--- config.mk ---
export PLATFORM = sky130hd
export DESIGN_NAME = ordered_list_front_back_delete_top
export DESIGN_NICKNAME = d
export VERILOG_FILES = /design/src/rtl/core/olfbd_pkg.sv /design/src/rtl/core/ordered_list_front_back_delete_top.sv /design/src/rtl/core/olfbd_cell.sv
export SDC_FILE = /design/constraint.sdc
export NUM_CORES = 2
export LEC_CHECK = 0
export ABC_AREA = 1
export BUFFER_PORTS_ARGS = -buffer_cell sky130_fd_sc_hd__clkbuf_2
export CELL_PAD_IN_SITES_DETAIL_PLACEMENT = 0
export CELL_PAD_IN_SITES_GLOBAL_PLACEMENT = 1
export CORE_ASPECT_RATIO = 1.2
export CORE_MARGIN = 2
export CORE_UTILIZATION = 47
export CTS_BUF_LIST = sky130_fd_sc_hd__clkbuf_16
export CTS_CLUSTER_SIZE = 28
export DETAILED_ROUTE_END_ITERATION = 8
export PLACE_DENSITY = 0.87
export SKIP_LAST_GASP = 1
export SYNTH_ARGS = -nofsm -noshare
export SYNTH_HDL_FRONTEND = slang
export SYNTH_HIERARCHICAL = 1
export SYNTH_SLANG_ARGS = --single-unit
--- constraint.sdc ---
create_clock -name clock -period 12.8 [get_ports clock]
set_input_delay 3.2 -clock clock [delete_from_list [all_inputs] [get_ports clock]]
set_output_delay 3.2 -clock clock [all_outputs]
set_load 0.01 [all_outputs]
--- src/rtl/core/olfbd_pkg.sv ---
// Shared types and constants for the ordered list with front/back insert and delete by value.
// No dependencies; every module of the block imports this package.
package olfbd_pkg;

   localparam int unsigned DATA_W  = 32;
   localparam int unsigned COUNT_W = 5;

   typedef enum logic [1:0] {
      OP_PUSH_FRONT = 2'd0,
      OP_PUSH_BACK  = 2'd1,
      OP_DELETE     = 2'd2,
      OP_READ_OUT   = 2'd3
   } op_code_type;

   typedef enum logic [1:0] {
      ST_DONE      = 2'd0,
      ST_NOT_FOUND = 2'd1,
      ST_FULL      = 2'd2,
      ST_EMPTY     = 2'd3
   } status_type;

   typedef struct packed {
      op_code_type               operation;
      logic signed [DATA_W-1:0]  value;
   } req_type;

   typedef struct packed {
      status_type                status;
      logic signed [DATA_W-1:0]  element;
      logic                      last;
      logic [COUNT_W-1:0]        count;
   } rsp_type;

   // Per-cell command
   typedef enum logic [2:0] {
      CELL_HOLD,
      CELL_PUSH,
      CELL_WRITE,
      CELL_MATCH,
      CELL_DELETE,
      CELL_ROTATE
   } cell_op_type;

   typedef struct packed {
      cell_op_type op;
      logic        tail;      // first free position
      logic        wrap;      // last occupied position
      logic        occupied;
   } cell_ctrl_type;

endpackage

--- src/rtl/core/ordered_list_front_back_delete_top.sv ---
// Ordered list of signed 32-bit values held in a chain of cells (olfbd_cell), uses olfbd_pkg.
// Insert: result registered and strobed in the cycle after the transfer, a new item every cycle.
// Delete: cells register their match flags, then shift in the next cycle (S_DELETE, busy) as the result is registered.
// Read out: one element per cycle as the chain rotates, busy until the last one (not at all if empty).
// Synchronous reset empties the list and idles the controller; cell contents are not cleared.
// Results are strobed for one cycle; the receiver cannot stall them.
module ordered_list_front_back_delete_top
   import olfbd_pkg::*;
#(
   parameter int unsigned CAPACITY = 16
)
(
   input  logic    clock,
   input  logic    reset,
   input  logic    start,
   output logic    busy,
   input  req_type req_data,
   output logic    rsp_strobe,
   output rsp_type rsp_data
);

   localparam int unsigned FILL_W = $clog2(CAPACITY + 1);

   typedef enum logic [1:0] {
      S_IDLE,
      S_DELETE,
      S_READ
   } state_type;

   state_type           state_ff, state_in;
   logic [FILL_W-1:0]   fill_ff, fill_in;
   logic [FILL_W-1:0]   idx_ff, idx_in;
   logic                rsp_strobe_ff, rsp_strobe_in;
   rsp_type             rsp_ff, rsp_in;

   logic                accept;
   logic                full;
   logic                found;
   logic [FILL_W-1:0]   fill_last;
   cell_op_type         cell_op;

   logic [DATA_W-1:0]   cell_data [CAPACITY];
   logic                cell_hit  [CAPACITY];

   assign busy       = (state_ff != S_IDLE);
   assign accept     = start && !busy;
   assign full       = (fill_ff == FILL_W'(CAPACITY));
   assign found      = cell_hit[CAPACITY-1];
   assign fill_last  = fill_ff - FILL_W'(1);
   assign rsp_strobe = rsp_strobe_ff;
   assign rsp_data   = rsp_ff;

   // Broadcast command to the chain
   always_comb begin
      cell_op = CELL_HOLD;
      unique case (state_ff)
         S_IDLE: begin
            if (accept) begin
               unique case (req_data.operation)
                  OP_PUSH_FRONT: if (!full) cell_op = CELL_PUSH;
                  OP_PUSH_BACK:  if (!full) cell_op = CELL_WRITE;
                  OP_DELETE:     cell_op = CELL_MATCH;
                  OP_READ_OUT:   cell_op = CELL_HOLD;
                  default:       cell_op = CELL_HOLD;
               endcase
            end
         end
         S_DELETE: cell_op = CELL_DELETE;
         S_READ:   cell_op = CELL_ROTATE;
         default:  cell_op = CELL_HOLD;
      endcase
   end

   for (genvar i = 0; i < CAPACITY; i++) begin : g_cell
      cell_ctrl_type     ctrl;
      logic [DATA_W-1:0] left_data;
      logic [DATA_W-1:0] right_data;
      logic              hit_in;

      assign ctrl.op       = cell_op;
      assign ctrl.tail     = (fill_ff == FILL_W'(i));
      assign ctrl.wrap     = (fill_last == FILL_W'(i));
      assign ctrl.occupied = (FILL_W'(i) < fill_ff);

      if (i == 0) begin : g_head
         assign left_data = req_data.value;
         assign hit_in    = 1'b0;
      end else begin : g_body
         assign left_data = cell_data[i-1];
         assign hit_in    = cell_hit[i-1];
      end

      if (i == CAPACITY - 1) begin : g_end
         assign right_data = cell_data[i];
      end else begin : g_mid
         assign right_data = cell_data[i+1];
      end

      olfbd_cell u_cell (
         .clock      (clock),
         .ctrl       (ctrl),
         .key        (req_data.value),
         .left_data  (left_data),
         .right_data (right_data),
         .first_data (cell_data[0]),
         .hit_in     (hit_in),
         .data       (cell_data[i]),
         .hit_out    (cell_hit[i])
      );
   end

   always_comb begin
      state_in       = state_ff;
      fill_in        = fill_ff;
      idx_in         = idx_ff;
      rsp_strobe_in  = 1'b0;
      rsp_in         = rsp_ff;
      unique case (state_ff)
         S_IDLE: begin
            if (accept) begin
               rsp_in.element = '0;
               rsp_in.last    = 1'b1;
               rsp_in.status  = ST_DONE;
               unique case (req_data.operation)
                  OP_PUSH_FRONT, OP_PUSH_BACK: begin
                     rsp_strobe_in = 1'b1;
                     if (full) begin
                        rsp_in.status = ST_FULL;
                     end else begin
                        fill_in = fill_ff + FILL_W'(1);
                     end
                  end
                  OP_DELETE: begin
                     state_in = S_DELETE;
                  end
                  OP_READ_OUT: begin
                     if (fill_ff == '0) begin
                        rsp_strobe_in = 1'b1;
                        rsp_in.status = ST_EMPTY;
                     end else begin
                        state_in = S_READ;
                        idx_in   = '0;
                     end
                  end
                  default: ;
               endcase
               rsp_in.count = COUNT_W'(fill_in);
            end
         end
         S_DELETE: begin
            rsp_strobe_in  = 1'b1;
            rsp_in.element = '0;
            rsp_in.last    = 1'b1;
            priority if (fill_ff == '0) begin
               rsp_in.status = ST_EMPTY;
            end else if (found) begin
               rsp_in.status = ST_DONE;
               fill_in       = fill_ff - FILL_W'(1);
            end else begin
               rsp_in.status = ST_NOT_FOUND;
            end
            rsp_in.count = COUNT_W'(fill_in);
            state_in     = S_IDLE;
         end
         S_READ: begin
            // emit the head, the chain rotates underneath
            rsp_strobe_in  = 1'b1;
            rsp_in.status  = ST_DONE;
            rsp_in.element = cell_data[0];
            rsp_in.last    = (idx_ff == fill_last);
            rsp_in.count   = COUNT_W'(fill_ff);
            idx_in         = idx_ff + FILL_W'(1);
            if (idx_ff == fill_last) state_in = S_IDLE;
         end
         default: state_in = S_IDLE;
      endcase
   end

   always_ff @(posedge clock) begin
      if (reset) begin
         state_ff      <= S_IDLE;
         fill_ff       <= '0;
         idx_ff        <= '0;
         rsp_strobe_ff <= 1'b0;
      end else begin
         state_ff      <= state_in;
         fill_ff       <= fill_in;
         idx_ff        <= idx_in;
         rsp_strobe_ff <= rsp_strobe_in;
      end
      rsp_ff <= rsp_in;
   end

endmodule

--- src/rtl/core/olfbd_cell.sv ---
// One storage cell of the list chain: holds an element and its match flag.
// Depends on olfbd_pkg for the cell command struct.
module olfbd_cell
   import olfbd_pkg::*;
(
   input  logic                 clock,
   input  cell_ctrl_type        ctrl,
   input  logic [DATA_W-1:0]    key,
   input  logic [DATA_W-1:0]    left_data,
   input  logic [DATA_W-1:0]    right_data,
   input  logic [DATA_W-1:0]    first_data,
   input  logic                 hit_in,
   output logic [DATA_W-1:0]    data,
   output logic                 hit_out
);

   logic [DATA_W-1:0] data_ff, data_in;
   logic              match_ff, match_in;

   // a cell at or behind the first match takes its right neighbor on delete
   assign hit_out = hit_in | match_ff;
   assign data    = data_ff;

   always_comb begin
      data_in  = data_ff;
      match_in = match_ff;
      unique case (ctrl.op)
         CELL_HOLD:   ;
         CELL_PUSH:   data_in = left_data;
         CELL_WRITE:  if (ctrl.tail) data_in = key;
         CELL_MATCH:  match_in = ctrl.occupied && (data_ff == key);
         CELL_DELETE: if (hit_out) data_in = right_data;
         CELL_ROTATE: data_in = ctrl.wrap ? first_data : right_data;
         default:     ;
      endcase
   end

   always_ff @(posedge clock) begin
      data_ff  <= data_in;
      match_ff <= match_in;
   end

endmodule

After elaboration in Yosys (flattened, before gate mapping)
Index checks and enable logic that the tools add are counted.

Flip-flop bits (word level): 581. Input port bits: 37. Output and inout bits: 42. Logic and storage cells: 315.

$add $sub $neg: 3. Magnitude comparators: 16. Equality and inequality tests: 97. Mux-type cells: 94. Bitwise gates (word level): 15. Reductions and logical operators: 50.

Operators by type and width (number): case mux 32 bit (4 select lines) (15); two-way mux 32 bit (47); == test 32 bit (16); case mux 40 bit (3 select lines) (1); case mux 32 bit (3 select lines) (1); == test 5 x 4 -> 1 bit (second input constant) (16); AND reduction 3 bit (15); == test 5 x 3 -> 1 bit (second input constant) (8); < comparator 4 x 5 -> 1 bit (first input constant) (8); two-way mux 40 bit (1); two-way mux 5 bit (8); != test 2 bit (second input constant) (20); != test 2 x 1 -> 1 bit (second input constant) (17); == test 5 x 2 -> 1 bit (second input constant) (4); < comparator 3 x 5 -> 1 bit (first input constant) (4); case mux 5 bit (2 select lines) (2); logical AND 1 bit (17); bitwise OR 1 bit (15); two-way mux 2 bit (7); case mux 2 bit (2 select lines) (3); case mux 3 bit (4 select lines) (1); AND reduction 4 bit (3); adder 5 x 1 -> 5 bit (second input constant) (2); == test 5 x 1 -> 1 bit (second input constant) (2); 24 further kinds (42).

Logic depth before layout (Yosys ltp)
Depth after elaboration: 18. Mapped depth: 22. Depth with buffers taken out: 22.

Modules after synthesis
The synthesis kept the hierarchy.

Modules (own cells, without submodules): olfbd_cell (times used 16, cells each 441, area each 2798.9 µm², seq. area each 991.0 µm²); ordered_list_front_back_delete_top (times used 1, cells each 389, area each 3052.9 µm², seq. area each 1461.4 µm²).

Least setup slack after synthesis
No wires, ideal clock.

Kind: input-to-reg. From: input port start. To: register g_cell[0].u_cell.data_ff[0] (enable). Library setup time: 432 ps. Arrival time: 10301 ps. Data required time: 12368 ps. Slack: 2067 ps. Cell stages on the path: 6. Buffers on the path: 0. Path through: nand2_1 -> inv_1 -> nand3_1 -> o22ai_1 -> o21ai_0 -> a21oi_1.

Word-level cells in the longest chain between the ends: 6. Elaborated cells between the ends (all ways): 12. Classes of those cells: eq/ne: 7; mux: 2; reduce/logical: 3.

RTL lines: from (decl) (line ordered_list_front_back_delete_top.sv:15) `input logic start,`; logical AND 1 bit (*) (line ordered_list_front_back_delete_top.sv:46) `assign accept = start && !busy;`; two-way mux 3 bit (*) (line ordered_list_front_back_delete_top.sv:58) `if (accept) begin`; case mux 3 bit (3 select lines) (*) (line ordered_list_front_back_delete_top.sv:56) `unique case (state_ff)`; named net cell_op[0] (line ordered_list_front_back_delete_top.sv:40) `cell_op_type cell_op;`; == test 3 bit, or another cell as far along (line olfbd_cell.sv:27) `unique case (ctrl.op)`; != test 2 x 1 -> 1 bit (no source line), or another cell as far along; AND reduction 4 bit (no source line) (*); to (signal assigned) (line olfbd_cell.sv:39) `data_ff <= data_in;`; to (decl) (line olfbd_cell.sv:17) `logic [DATA_W-1:0] data_ff, data_in;`.

The timed path passes the listed nets; every way through them passes the cells marked *. A chain may end at the register's enable or synchronous reset.

Final worst setup path
From: input port start. To: register g_cell[4].u_cell.data_ff[8] (enable).

Word-level cells in the longest chain between the ends: 6. Elaborated cells between the ends (all ways): 11. Classes of those cells: eq/ne: 6; mux: 2; reduce/logical: 3.

RTL lines (line): logical AND 1 bit (*) (ordered_list_front_back_delete_top.sv:46); two-way mux 3 bit (*) (ordered_list_front_back_delete_top.sv:58); case mux 3 bit (3 select lines) (*) (ordered_list_front_back_delete_top.sv:56); named net cell_op[0] (ordered_list_front_back_delete_top.sv:40); == test 3 bit, or another cell as far along (olfbd_cell.sv:27); != test 2 x 1 -> 1 bit (no source line), or another cell as far along; AND reduction 3 bit (no source line) (*); to (signal assigned) (olfbd_cell.sv:39); to (decl) (olfbd_cell.sv:17).

Marked as above.

==> reports/qor.yml <==
ir_drop_mv: 0.2538
die_y_um: 353.5
grt_max_degree: 50
drc_errors: 0
core_area_um2: 101200
vias: 52020
clock_sinks: 581
yosys-top-cells-area: "edfxtp_1 36%, nand2_1 31%, inv_1 7.5%"
cts_buffer_depth: 3
slew_violations: 0
dieWidth_um: 295.2
cp.required_ns: 13.04
yosysMostFrequentCell: "nand2_1"
final_core_util: 0.5117
slew_headroom: 0.1539
p_per_area_nw_per_um2: 314.2
grt_usage: 0.4051
port_buffers: 78
yosysUniqueCellTypes: 42
place.gp.congestion: 0.9576
path_class: "input pin to register"
ys_ff_latch: 581
p_leak_nw: 24.07
fmax_ghz: 0.1517
status: "complete, no violations"
synth_nets: 7493
hold_class: "register to register"
end_kind: "register"
initial_utilization: 0.4726
postCtsHoldBufs: 0
rsz0062_at_grt: "no"
rows: 128
clk_latency_ns: 0.65
dpl.hpwl_um: 149500
dp_slack_ns: 5.717
wl_per_cell_um: 24.48
io_pins: 79
drive_gt1_frac: 0.06959
worstMarginPinSlew_ns: 1.269
yosys.area.top_type: "edfxtp_1"
ys_seq_area_frac: 0.3620
antenna_found_initial: 8
grt_pass1_wl_um: 314000
dr.first_iter.drc_count: 7103
cts.reportedPaths.clkPinSlew_ns: 0.05
synth_edf_count: 568
synth_async_sr_flop_share: 0
hp-start: "idx_ff[4]"
ys.flop_type: "edfxtp_1"
fin_nets: 7465
skew_ns: 0.02906
drtPass1Iterations: 7
r2r-start: "g_cell[0].u_cell/match_ff"
netlist_instances: 7445
cts_tree: "done"
hold_viol_final: 0
h-tree-depth: 3
cts_root_buffer: "clkbuf_16"
cts_buffers: 72
cap_violations: 0
critPathMaxFanout: 33
timing.final.crit_share: 0.5149
startpoint_type: "input pin"
grt_pass1_vias: 47850
crit_start: "start"
gr-total-overflow: 0
fin_ws_ns: 6.209
syn_avg_cell_area_um2: 6.425
setup-violations-final: 0
post_cts_buffers: 0
critPathArrivalTime_ns: 6.84
period_minus_slack_ns: 6.591
cts_resized: 0
yosysWarnings: 6
netlist_area_um2: 47840
area_delta_synth_final_pct: 8.271
drtAntennaViolNets: 0
synthDominantCellAreaShare: 0.3566
wl_um: 216500
tns_ns: 0
synthTopCellsByCount: "3887 x nand2_1, 952 x inv_1, 568 x edfxtp_1"
viasPerCell: 5.883
die-area_um2: 104400
cell usage in the layout (no fill, tap or decap), types with 67 or more instances in the layout:
cell and n:
nor2_1 332, buf_4 135, edfxtp_1 568, nand4_1 113, clkbuf_16 74, o21ai_0 353, o2111ai_1 400, inv_1 964
clkbuf_2 75, nand2_1 3887, inv_2 67
per-stage QoR:
stage | cells | instance area (um2) | power [W] | hold slack (ns)
floorplan | 7445 | 47840 | 0.01045 | 0.4702
global placement | 8708 | 49470 | 0.01358 | 0.5225
detailed placement | 8708 | 49470 | 0.01374 | 0.5340
CTS | 8837 | 51780 | 0.01586 | 0.5428
global route | 8841 | 51790 | 0.01715 | 0.5658
finish | 8843 | 51790 | 0.01627 | 0.5449
power by group:
group | internal, W | leakage, nW | total, W | switching (W)
clock | 0.00121 | 1.18 | 0.00210 | 0.000894
sequential | 0.00401 | 5.69 | 0.00603 | 0.00202
combinational | 0.00237 | 17.2 | 0.00815 | 0.00578
total | 0.00758 | 24.1 | 0.0163 | 0.00869
logic make-up (layout without fill, tap and decap cells):
kind of cell,count (synthesis),in the layout,synth area share
other,1,7,0.00007839
buffers and inverters,1335,1362,0.1162
XOR/XNOR,100,100,0.01831
AND/OR/NAND/NOR,4562,4562,0.3769
flip-flops,581,581,0.3620
adder cells (fa/ha/maj),11,11,0.002877
AO/OA/AOI/OAI,855,855,0.1237
area by class of cell:
class	instances	area [um2]
timing repair buffer	213	1404
sequential	581	17320
antenna	6	15.01
fill	10230	49420
clock buffer	74	1852
clock inverter	55	456.7
tap	1365	1708
multi-input combinational	5529	25210
inverter	1020	3831
worst max-delay path: stages:
cell	delay (ns)
clkbuf_2	0.10
nand2_1	0.07
inv_1	0.11
nand3_1	0.12
o22ai_4	0.18
buf_4	0.54
buf_4	0.63
nor2_2	0.37
inv_2	0.30
o22ai_1	0.16
a21oi_4	0.94
layer usage:
metal,global-route usage,up-vias,share of wire
met1,0.5079,23790,0.36
met3,0.09479,841,0.12
met5,0,-,0.000092
li1,-,23770,-
met4,0.3087,2,0.089
met2,0.6030,3619,0.42
state kept, by name, summed over array words and instances, names as in the netlist:
| register | flops |
|---|---|
| fill_ff | 5 |
| g_cell.u_cell/data | 512 |
| g_cell.u_cell/match_ff | 16 |
| idx_ff | 5 |
| rsp_strobe | 1 |
| rsp_data | 40 |
| state_ff | 2 |
final timing paths:
check	endpoint	slack, ns	cells after the start
max reg2reg	rsp_data[0]	6.47	22
min reg2reg	idx_ff[4]	0.54	2
max	g_cell[4].u_cell/data[8]	6.21	11
min	idx_ff[4]	0.54	2
Power figures use the tool's default switching activity.
